$ cat src/hdl/apl_pkg.sv
// ----------------------------------------------------------------------------
// apl_pkg
// types, codes and constants shared by the path position lookup modules
// ----------------------------------------------------------------------------
package apl_pkg;

   localparam int unsigned MAX_CORNERS_DEFAULT = 32;

   // operation codes
   localparam logic OP_APPEND = 1'b0;
   localparam logic OP_LOCATE = 1'b1;

   // heading codes
   localparam logic [1:0] HEAD_UP    = 2'd0;
   localparam logic [1:0] HEAD_DOWN  = 2'd1;
   localparam logic [1:0] HEAD_RIGHT = 2'd2;
   localparam logic [1:0] HEAD_LEFT  = 2'd3;

   // rotation quadrant codes
   localparam logic [1:0] ROT_0   = 2'd0;
   localparam logic [1:0] ROT_90  = 2'd1;
   localparam logic [1:0] ROT_180 = 2'd2;
   localparam logic [1:0] ROT_270 = 2'd3;

   typedef struct packed {
      logic        operation;
      logic [7:0]  point_x;
      logic [7:0]  point_y;
      logic [1:0]  heading;
      logic [15:0] progress;
   } req_type;

   typedef struct packed {
      logic signed [17:0] pos_x;
      logic signed [17:0] pos_y;
      logic [1:0]         rotation_quadrant;
      logic               found;
      logic               reached_end;
      logic               table_full;
      logic               too_few_points;
   } rsp_type;

   typedef struct packed {
      logic [7:0] x;
      logic [7:0] y;
      logic [1:0] heading;
   } corner_type;

   typedef enum logic [1:0] {
      ST_IDLE,
      ST_APPEND_COMMIT,
      ST_LOCATE_WALK
   } state_type;

   typedef enum logic [1:0] {
      RD_PREV,
      RD_FIRST,
      RD_NEXT
   } rd_sel_type;

   typedef enum logic [2:0] {
      RESP_NONE,
      RESP_APPEND,
      RESP_FULL,
      RESP_FEW,
      RESP_FOUND,
      RESP_MISS
   } resp_kind_type;

   typedef struct packed {
      logic          capture;
      rd_sel_type    rd_sel;
      logic          append_commit;
      logic          walk_step;
      resp_kind_type resp_kind;
   } cmd_type;

   typedef struct packed {
      logic is_locate;
      logic full;
      logic few;
      logic hit;
      logic last;
   } status_type;

   function automatic logic [1:0] heading_to_rot(input logic [1:0] hd);
      logic [1:0] rot;
      unique case (hd)
         HEAD_UP:    rot = ROT_270;
         HEAD_DOWN:  rot = ROT_90;
         HEAD_RIGHT: rot = ROT_0;
         default:    rot = ROT_180;
      endcase
      return rot;
   endfunction

endpackage

$ cat src/hdl/apl_datapath.sv
// ----------------------------------------------------------------------------
// apl_datapath
// corner and segment memories, walk registers and result register
// ----------------------------------------------------------------------------
module apl_datapath
   import apl_pkg::*;
#(
   parameter int unsigned MAX_CORNERS = MAX_CORNERS_DEFAULT
) (
   input  logic       clock,
   input  logic       reset,
   input  req_type    req_item,
   input  cmd_type    cmd,
   output status_type status,
   output logic       rsp_strobe,
   output rsp_type    rsp_item
);

   localparam int IW = $clog2(MAX_CORNERS);
   localparam int CW = $clog2(MAX_CORNERS + 1);

   corner_type corner_mem [MAX_CORNERS];
   logic [7:0] seglen_mem [MAX_CORNERS];

   req_type    req_ff;
   logic [CW-1:0] count_ff;
   logic [7:0] total_ff;
   logic [IW-1:0] idx_ff;
   logic [7:0] acc_ff;
   corner_type corner_rd_ff;
   logic [7:0] seglen_rd_ff;
   rsp_type    rsp_ff;
   rsp_type    rsp_in;
   logic       rsp_strobe_ff;
   logic       rsp_strobe_in;

   req_type    req_cur;
   logic [IW-1:0] rd_addr;
   logic [IW-1:0] prev_addr;
   logic [7:0] next_acc;
   logic [7:0] seg_len;
   logic       reached;
   logic signed [17:0] seg_off;
   logic signed [17:0] base_x;
   logic signed [17:0] base_y;

   assign req_cur   = cmd.capture ? req_item : req_ff;
   assign prev_addr = IW'(count_ff - CW'(1));
   assign next_acc  = acc_ff + seglen_rd_ff;
   assign reached   = req_cur.progress > {total_ff, 8'h00};

   always_comb begin
      unique case (cmd.rd_sel)
         RD_PREV:  rd_addr = prev_addr;
         RD_FIRST: rd_addr = '0;
         RD_NEXT:  rd_addr = idx_ff + IW'(1);
         default:  rd_addr = '0;
      endcase
   end

   // previous corner heading picks the axis of the closing segment
   always_comb begin
      if (corner_rd_ff.heading == HEAD_UP || corner_rd_ff.heading == HEAD_DOWN) begin
         seg_len = (corner_rd_ff.y > req_ff.point_y) ? corner_rd_ff.y - req_ff.point_y
                                                     : req_ff.point_y - corner_rd_ff.y;
      end else begin
         seg_len = (corner_rd_ff.x > req_ff.point_x) ? corner_rd_ff.x - req_ff.point_x
                                                     : req_ff.point_x - corner_rd_ff.x;
      end
   end

   assign status.is_locate = (req_item.operation == OP_LOCATE);
   assign status.full      = (count_ff == CW'(MAX_CORNERS));
   assign status.few       = (count_ff < CW'(2));
   assign status.hit       = (req_ff.progress[15:8] < next_acc);
   assign status.last      = ((CW + 1)'(idx_ff) + (CW + 1)'(2)) >= (CW + 1)'(count_ff);

   assign seg_off = signed'({2'b00, req_ff.progress}) - signed'({2'b00, acc_ff, 8'h00});
   assign base_x  = signed'({2'b00, corner_rd_ff.x, 8'h00});
   assign base_y  = signed'({2'b00, corner_rd_ff.y, 8'h00});

   always_comb begin
      rsp_in = '0;
      unique case (cmd.resp_kind)
         RESP_NONE, RESP_APPEND: begin
         end
         RESP_FULL: begin
            rsp_in.table_full = 1'b1;
         end
         RESP_FEW: begin
            rsp_in.reached_end    = reached;
            rsp_in.too_few_points = 1'b1;
         end
         RESP_FOUND: begin
            rsp_in.pos_x = base_x;
            rsp_in.pos_y = base_y;
            unique case (corner_rd_ff.heading)
               HEAD_UP:    rsp_in.pos_y = base_y - seg_off;
               HEAD_DOWN:  rsp_in.pos_y = base_y + seg_off;
               HEAD_RIGHT: rsp_in.pos_x = base_x + seg_off;
               default:    rsp_in.pos_x = base_x - seg_off;
            endcase
            rsp_in.rotation_quadrant = heading_to_rot(corner_rd_ff.heading);
            rsp_in.found             = 1'b1;
            rsp_in.reached_end       = reached;
         end
         RESP_MISS: begin
            rsp_in.reached_end = reached;
         end
         default: begin
         end
      endcase
   end

   assign rsp_strobe_in = (cmd.resp_kind != RESP_NONE);

   always_ff @(posedge clock) begin
      corner_rd_ff <= corner_mem[rd_addr];
      seglen_rd_ff <= seglen_mem[rd_addr];
      if (cmd.append_commit) begin
         corner_mem[count_ff[IW-1:0]] <= '{x: req_ff.point_x, y: req_ff.point_y,
                                           heading: req_ff.heading};
         if (count_ff != '0) begin
            seglen_mem[prev_addr] <= seg_len;
         end
      end
   end

   always_ff @(posedge clock) begin
      rsp_ff <= rsp_in;
      if (cmd.capture) begin
         req_ff <= req_item;
         idx_ff <= '0;
         acc_ff <= '0;
      end else if (cmd.walk_step) begin
         idx_ff <= idx_ff + IW'(1);
         acc_ff <= next_acc;
      end
   end

   always_ff @(posedge clock) begin
      if (reset) begin
         count_ff      <= '0;
         total_ff      <= '0;
         rsp_strobe_ff <= 1'b0;
      end else begin
         rsp_strobe_ff <= rsp_strobe_in;
         if (cmd.append_commit) begin
            count_ff <= count_ff + CW'(1);
            if (count_ff != '0) begin
               total_ff <= total_ff + seg_len;
            end
         end
      end
   end

   assign rsp_strobe = rsp_strobe_ff;
   assign rsp_item   = rsp_ff;

endmodule

$ cat src/hdl/apl_ctrl.sv
// ----------------------------------------------------------------------------
// apl_ctrl
// sequencer for append and locate transactions
// ----------------------------------------------------------------------------
module apl_ctrl
   import apl_pkg::*;
(
   input  logic       clock,
   input  logic       reset,
   input  logic       start,
   input  status_type status,
   output logic       busy,
   output cmd_type    cmd
);

   state_type state_ff;
   state_type state_in;

   always_ff @(posedge clock) begin
      if (reset) begin
         state_ff <= ST_IDLE;
      end else begin
         state_ff <= state_in;
      end
   end

   always_comb begin
      state_in = state_ff;
      unique case (state_ff)
         ST_IDLE: begin
            if (start) begin
               if (status.is_locate) begin
                  state_in = status.few ? ST_IDLE : ST_LOCATE_WALK;
               end else begin
                  state_in = status.full ? ST_IDLE : ST_APPEND_COMMIT;
               end
            end
         end
         ST_APPEND_COMMIT: state_in = ST_IDLE;
         ST_LOCATE_WALK: begin
            if (status.hit || status.last) begin
               state_in = ST_IDLE;
            end
         end
         default: state_in = ST_IDLE;
      endcase
   end

   always_comb begin
      busy              = (state_ff != ST_IDLE);
      cmd.capture       = 1'b0;
      cmd.rd_sel        = RD_PREV;
      cmd.append_commit = 1'b0;
      cmd.walk_step     = 1'b0;
      cmd.resp_kind     = RESP_NONE;
      unique case (state_ff)
         ST_IDLE: begin
            cmd.capture = start;
            cmd.rd_sel  = status.is_locate ? RD_FIRST : RD_PREV;
            if (start) begin
               if (status.is_locate && status.few) begin
                  cmd.resp_kind = RESP_FEW;
               end else if (!status.is_locate && status.full) begin
                  cmd.resp_kind = RESP_FULL;
               end
            end
         end
         ST_APPEND_COMMIT: begin
            cmd.append_commit = 1'b1;
            cmd.resp_kind     = RESP_APPEND;
         end
         ST_LOCATE_WALK: begin
            cmd.rd_sel = RD_NEXT;
            priority if (status.hit) begin
               cmd.resp_kind = RESP_FOUND;
            end else if (status.last) begin
               cmd.resp_kind = RESP_MISS;
            end else begin
               cmd.walk_step = 1'b1;
            end
         end
         default: begin
         end
      endcase
   end

endmodule

$ cat src/hdl/axis_path_position_lookup.sv
// ----------------------------------------------------------------------------
// axis_path_position_lookup
// path corner table with append and arc-length position locate
// ----------------------------------------------------------------------------
//   channel   ports                      handshake
//   request   start, busy, req_item      taken when start high and busy low
//   response  rsp_strobe, rsp_item       one-cycle strobe per result, no back-pressure
//
// every transaction gives exactly one result
// full-table append and locate with fewer than two points: result in the cycle
//   after the transaction is taken, from the response register
// append: commit state, then response; one read and one write of the corner memory
// locate: walks the segments through the single read port of the segment length
//   memory, one per cycle, until a hit or the last segment; result then registered
// synchronous active-high reset clears the corner count, total length and
//   sequencer; the tables need no clearing pass
// ----------------------------------------------------------------------------
module axis_path_position_lookup
   import apl_pkg::*;
#(
   parameter int unsigned MAX_CORNERS = MAX_CORNERS_DEFAULT
) (
   input  logic    clock,
   input  logic    reset,
   // request transaction
   input  logic    start,
   output logic    busy,
   input  req_type req_item,
   // response transaction
   output logic    rsp_strobe,
   output rsp_type rsp_item
);

   // command and status between sequencer and datapath
   cmd_type    cmd;
   status_type status;

   // sequencer: idle, append commit, locate walk
   apl_ctrl u_ctrl (
      .clock  (clock),
      .reset  (reset),
      .start  (start),
      .status (status),
      .busy   (busy),
      .cmd    (cmd)
   );

   // corner tables, walk accumulator and response register
   apl_datapath #(
      .MAX_CORNERS (MAX_CORNERS)
   ) u_datapath (
      .clock      (clock),
      .reset      (reset),
      .req_item   (req_item),
      .cmd        (cmd),
      .status     (status),
      .rsp_strobe (rsp_strobe),
      .rsp_item   (rsp_item)
   );

endmodule

$ cat config.mk
export PLATFORM = sky130hd
export DESIGN_NAME = axis_path_position_lookup
export DESIGN_NICKNAME = d
export VERILOG_FILES = /design/src/hdl/apl_pkg.sv /design/src/hdl/apl_datapath.sv /design/src/hdl/apl_ctrl.sv /design/src/hdl/axis_path_position_lookup.sv
export SDC_FILE = /design/constraint.sdc
export NUM_CORES = 1
export LEC_CHECK = 0
export ABC_AREA = 1
export BUFFER_PORTS_ARGS = -buffer_cell sky130_fd_sc_hd__buf_2
export CELL_PAD_IN_SITES_DETAIL_PLACEMENT = 1
export CELL_PAD_IN_SITES_GLOBAL_PLACEMENT = 1
export CORE_MARGIN = 3
export CORE_UTILIZATION = 37
export DETAILED_ROUTE_END_ITERATION = 6
export PLACE_DENSITY_LB_ADDON = 0.1
export SKIP_CTS_REPAIR_TIMING = 1
export SLEW_MARGIN = 20
export SYNTH_ARGS = -nofsm -noshare
export SYNTH_HDL_FRONTEND = slang
export SYNTH_HIERARCHICAL = 1
export SYNTH_SLANG_ARGS = --single-unit
export TNS_END_PERCENT = 50
$ cat constraint.sdc
create_clock -name clock -period 4.2 [get_ports clock]
set_input_delay 0.84 -clock clock [delete_from_list [all_inputs] [get_ports clock]]
set_output_delay 0.84 -clock clock [all_outputs]
set_load 0.005 [all_outputs]
Word level (Yosys, flattened, before mapping)
Memories as Yosys holds them, arrays and structs flattened. A register that Yosys moved wholly into a read port is not among the register bits.
Cells that the tools add are included.
{"block": "classes", "addsub": 15, "eq_ne": 12, "n_reduce_logical": 15, "n_lt_le_gt_ge": 6, "n_mux": 35}
{"operator": "18-bit case mux with 2 select lines", "count": 2}
{"operator": "17-bit by 18-bit adder with 18-bit output", "count": 2}
{"operator": "17-bit by 18-bit subtractor with 18-bit output", "count": 2}
{"operator": "8-bit subtractor", "count": 4}
{"operator": "8-bit 2-to-1 mux", "count": 3}
{"operator": "16-bit by 16-bit subtractor with 17-bit output", "count": 1}
{"operator": "8-bit adder", "count": 2}
{"operator": "16-bit > comparator", "count": 1}
{"operator": "8-bit > comparator", "count": 2}
{"operator": "16-bit 2-to-1 mux", "count": 1}
{"operator": "1-bit 2-to-1 mux", "count": 15}
{"operator": "2-bit 2-to-1 mux", "count": 6}
{"operator": "5-bit case mux with 2 select lines", "count": 1}
{"operator": "3-bit 2-to-1 mux", "count": 3}
{"operator": "3-bit case mux with 3 select lines", "count": 1}
{"operator": "8-bit < comparator", "count": 1}
{"operator": "2-bit case mux with 2 select lines", "count": 2}
{"operator": "5-bit by 2-bit adder with 6-bit output (second input constant)", "count": 1}
{"operator": "6-bit by 1-bit adder with 6-bit output (second input constant)", "count": 1}
{"operator": "2-bit equality test (second input constant)", "count": 3}
{"operator": "3-bit by 2-bit equality test with 1-bit output (second input constant)", "count": 2}
{"operator": "3-bit equality test (second input constant)", "count": 2}
{"operator": "6-bit equality test (second input constant)", "count": 1}
{"operator": "6-bit >= comparator", "count": 1}
{"operator": "17 further kinds", "count": 23}
{"block": "totals", "mem_count": 2, "ramBits": 832, "regBits": 106, "inputBits": 38, "output_inout_bits": 44}
{"memory": "u_datapath.corner_mem", "depth": 32, "word_bits": 18, "rd": 1, "rd_clocked_by_memory_dff": 1, "wr": 1, "line_no": "apl_datapath.sv:22", "source": "corner_type corner_mem [MAX_CORNERS];"}
{"memory": "u_datapath.seglen_mem", "depth": 32, "word_bits": 8, "rd": 1, "rd_clocked_by_memory_dff": 1, "wr": 1, "line_no": "apl_datapath.sv:23", "source": "logic [7:0] seglen_mem [MAX_CORNERS];"}

Logic depth before layout (Yosys ltp)
{"block": "depth", "ltp_word": 8, "mapped_depth": 27, "mapped_depth_nobuf": 27}

Modules after synthesis
Netlist, hierarchy kept.
{"module": "apl_datapath", "area_per_inst_um2": 41745.0, "instances": 1, "cells_per_inst": 3638, "seq_area_each_um2": 27766.6}
{"module": "apl_ctrl", "area_per_inst_um2": 171.4, "instances": 1, "cells_per_inst": 25, "seq_area_each_um2": 40.0}

Worst setup path after synthesis
Ideal clock, no wire load.
{"block": "synth_path", "path_kind": "register to register", "from": "register u_datapath/req_ff[22] (netlist name)", "to": "register u_datapath.total_ff[7]", "t_arrival_ns": 3.942, "required_time_ns": 4.090, "period_less_slack_ns": 4.052, "slack_ns": 0.148, "setup_time_ns": 0.110, "path_stages_with_launch": 23, "n_path_buf": 1, "path_cell_list": "edfxtp_1 > inv_1 > ha_1 > buf_2 > nand2_1 > nor2_1 > nand2_1 > nand2_1 > nand2_1 > inv_2 > o21ai_0 > o22ai_1 > ha_1 > nand3_1 > nand2_1 > nand4_1 > o211ai_1 > inv_1 > nand2_1 > nand3_1 > nand2_1 > inv_1 > nor2_1"}
{"block": "synth_via", "elab_chain_len": 4, "elab_cells_between_ends": 6, "cone_classes": "3 x add/sub; 1 x order compare; 2 x mux"}
{"item": "start: declaration", "line_no": "apl_datapath.sv:25", "source": "req_type req_ff;"}
{"item": "start signal: assignment", "line_no": "apl_datapath.sv:132", "source": "req_ff <= req_item;"}
{"item": "8-bit > comparator", "line_no": "apl_datapath.sv:64", "source": "seg_len = (corner_rd_ff.y > req_ff.point_y) ? corner_rd_ff.y - req_ff.point_y"}
{"item": "8-bit 2-to-1 mux", "line_no": "apl_datapath.sv:64"}
{"item": "8-bit 2-to-1 mux", "line_no": "apl_datapath.sv:63", "source": "if (corner_rd_ff.heading == HEAD_UP || corner_rd_ff.heading == HEAD_DOWN) begin"}
{"item": "named net u_datapath.seg_len[1]", "line_no": "apl_datapath.sv:41", "source": "logic [7:0] seg_len;"}
{"item": "8-bit adder", "line_no": "apl_datapath.sv:151", "source": "total_ff <= total_ff + seg_len;"}
{"item": "end signal: assignment", "line_no": "apl_datapath.sv:151"}
{"item": "end: declaration", "line_no": "apl_datapath.sv:27", "source": "logic [7:0] total_ff;"}
The timed path passes the listed nets, and every way through them passes these cells.
A chain may end at the register's enable or synchronous reset.

Final worst setup path
{"block": "layout_path", "from": "register u_datapath/req_ff[18] (netlist name)", "to": "register u_datapath.total_ff[7]"}
{"block": "layout_via", "elab_chain_len": 4, "elab_cells_between_ends": 6, "cone_classes": "3 x add/sub; 1 x order compare; 2 x mux"}
{"item": "8-bit subtractor (tied with other cells)", "line_no": "apl_datapath.sv:65", "source": ": req_ff.point_y - corner_rd_ff.y;"}
{"item": "8-bit 2-to-1 mux (*)", "line_no": "apl_datapath.sv:64"}
{"item": "8-bit 2-to-1 mux (*)", "line_no": "apl_datapath.sv:63"}
{"item": "named net u_datapath.seg_len[2]", "line_no": "apl_datapath.sv:41"}
{"item": "8-bit adder (*)", "line_no": "apl_datapath.sv:151"}
The timed path passes the listed nets; every way through them passes the cells marked *.

==> results.toml <==
[critical_path]
endpoint_kind = "flop"
worstPathCellList = "buf_6, inv_1, ha_1, nand2_1, nand3b_1, nand2_1, nand2_1, o21ai_0, inv_1, nand2_1, nand2_1, o22ai_1, inv_1, ha_1, a21oi_1, nand2_1, nand4_1, o211ai_1, inv_1, nand2_1, nand3_1, nand2_1, inv_1, nor2_1"
cp_slowest_stage_delay_ps = 380
critical-path-top-delay-family = "simple AND/OR/NAND/NOR gates"
worstPathArrival_ps = 4500
crit_buf_inv = 6
required_ps = 4820
path_class = "reg -> reg"
cpMaxStageDelayCell = "ha_1"
path_max_fanout = 33
crit_path_start_kind = "flop"
cp_common_cell = "nand2_1"

[layout]
nNetsFinal = 3949
fill_cells = 11800
multi_input_comb_area_um2 = 12500
regArea_um2 = 27800
final_common_cell = "edfxtp_1"
final_cell_mix = "edfxtp_1 (850), nor2_1 (535), nand2_1 (389), o21ai_0 (387), inv_1 (218)"
antennaDiodeCount = 0
drive_above_1_share = 0.115
area_delta_synth_final_pct = 15.1

[synthesis]
yosysWarningCount = 6
seq_area_frac_synth = 0.663
synth_cells = 3663
ys_ff_latch = 964
synth.distinct_cells = 53
syn_nets = 3829
synth.cell_area_um2 = 41900
synth_edf_count = 850
synth_area_leaders = "edfxtp_1 (61%), dfxtp_1 (5.4%), nor2_1 (5.1%)"
synth_top_area_share = 0.609
async_reset_ff_frac = 0
syn_avg_cell_area_um2 = 11.4
synth_flop_cell = "edfxtp_1"
yosysTopAreaCell = "edfxtp_1"

[timing]
setup_violations = 0
rsz0062_at_grt = "yes"
finalMaxSlewViolations = 0
worst-slew-pin-transition_ps = 907
fin_hold_ws_ps = 300
post-route-period-util = 0.924
hold_viol_final = 0
skew_ps = 63.1
fin_tns_setup_ps = 0
max_clock_freq_ghz = 0.258
slew_headroom = 0.393
post-route-min-period_ps = 3880

[die]
dieArea_um2 = 117000
initial_core_util = 0.376
rows = 122
io_pins = 82
die_w_um = 343
core_um2 = 112000
die_y_um = 343

[placement]
port_buffers = 81
gp_congestion = 0.827
dp_hpwl_um = 84000

[grt]
grt_pass1_wl_um = 199000
grt_max_degree = 146
grt_pass1_vias = 30900
grt_usage = 0.225
overflow = 0
antenna_found_initial = 5

[clocking]
clock-root-buffer = "clkbuf_16"
htree_levels = 3
cts_max_path_buffers = 3
clkSinkCount = 964
cts_buffers = 108
clk_pin_slew_ps = 60
cts_tree = "built"
clock_latency_ps = 720

[route]
viasPerCell = 5.51
wl_per_cell_um = 24.9
wirelength_um = 134000
drt_iter0_markers = 2141
vias = 29600
drc = 0
drt-pass1-iter-count = 5
ant_nets = 0

[status]
outcome = "finished clean"

[power_and_ir_drop]
finalPower_w = 0.0254
vdd_drop_max_uv = 332
power_density_nw_per_um2 = 527
cellLeakagePower_nw = 17.1

[job]
drv_cap = 0

[min_path]
hp-class = "in -> reg"
-- cells by family (layout without fill, tap and decap cells) --
logic type | after synthesis | after routing | synth area share
simple gates | 1188 | 1188 | 0.115
flops | 964 | 964 | 0.663
compound gates | 900 | 900 | 0.130
buf+inv | 438 | 651 | 0.0421
fa+ha+maj | 128 | 128 | 0.0398
xor+xnor | 43 | 43 | 0.00934
mux | 2 | 2 | 0.000478
-- layout make-up --
cell class / instances / share of cell area
clock inverter: 62 / 0.0135
clock buffer: 141 / 0.0597
sequential: 964 / 0.577
inverter: 233 / 0.0185
timing repair buffer: 215 / 0.0340
tap: 1488 / 0.0386
multi-input combinational: 2261 / 0.259
-- report_power, final --
| part | total, W | switching, W | internal, W |
|---|---|---|---|
| logic | 0.00483 | 0.00352 | 0.00131 |
| registers | 0.0112 | 0.000131 | 0.0111 |
| clock network | 0.00940 | 0.00399 | 0.00541 |
| total | 0.0254 | 0.00764 | 0.0178 |
-- per-layer routing --
layer | vias up | wire length [um] | global-route usage | part of all wire
met2 | 630 | 64500 | 0.378 | 0.48
met5 | - | 13 | 0 | 0.000097
met3 | 209 | 5390 | 0.0283 | 0.040
met4 | 2 | 3840 | 0.0653 | 0.029
li1 | 13500 | - | - | -
met1 | 15200 | 60000 | 0.306 | 0.45
-- metrics by stage --
stage	area, um2	setup slack, ps	utilization	instances
2_1_floorplan	41900	148	-	3663
3_3_place_gp	44700	-16.9	0.400	5161
3_5_place_dp	44700	36.9	0.400	5161
4_1_cts	48200	-12.5	0.432	5364
5_1_grt	48200	-25.9	0.432	5364
6_report	48200	320	0.432	5364
-- flip-flops by register name, summed over array words and instances (netlist names) --
signal	flops
u_datapath/corner_mem	576
u_datapath/seglen_mem	256
u_datapath/rsp_item	42
u_datapath/req_ff	34
u_datapath/acc_ff	8
u_datapath/base_x	8
u_datapath/base_y	8
u_datapath/seglen_rd_ff	8
u_datapath/total_ff	8
u_datapath/count_ff	6
u_datapath/idx_ff	5
u_ctrl/state_ff	2
u_datapath/corner_rd_ff	2
u_datapath/rsp_strobe	1
-- cells in the mapped netlist (9+ instances only) --
cell        n
o21ai_1   118
xor2_1     31
nand4_1    11
inv_1     221
nand2_1   390
ha_1      119
inv_2      11
nand3_1   172
edfxtp_1  850
buf_2      79
o221ai_1  210
xnor2_1    10
nor2_1    566
or2_2       9
o21ai_0   387
a21oi_1   125
nor3_1     25
dfxtp_1   114
fa_1        9
a31oi_1    17
clkbuf_1  119
-- final timing paths --
kind	start	to	slack [ps]	cells past startpoint
max	u_datapath/req_ff[18]	u_datapath/total_ff[7]	320	24
min	req_item[26]	u_datapath/req_ff[26]	300	1
max reg2reg	u_datapath/req_ff[18]	u_datapath/total_ff[7]	320	24
min reg2reg	u_datapath/req_ff[1]	u_datapath/rsp_item[7]	500	2
Power figures use the tool's default switching activity.
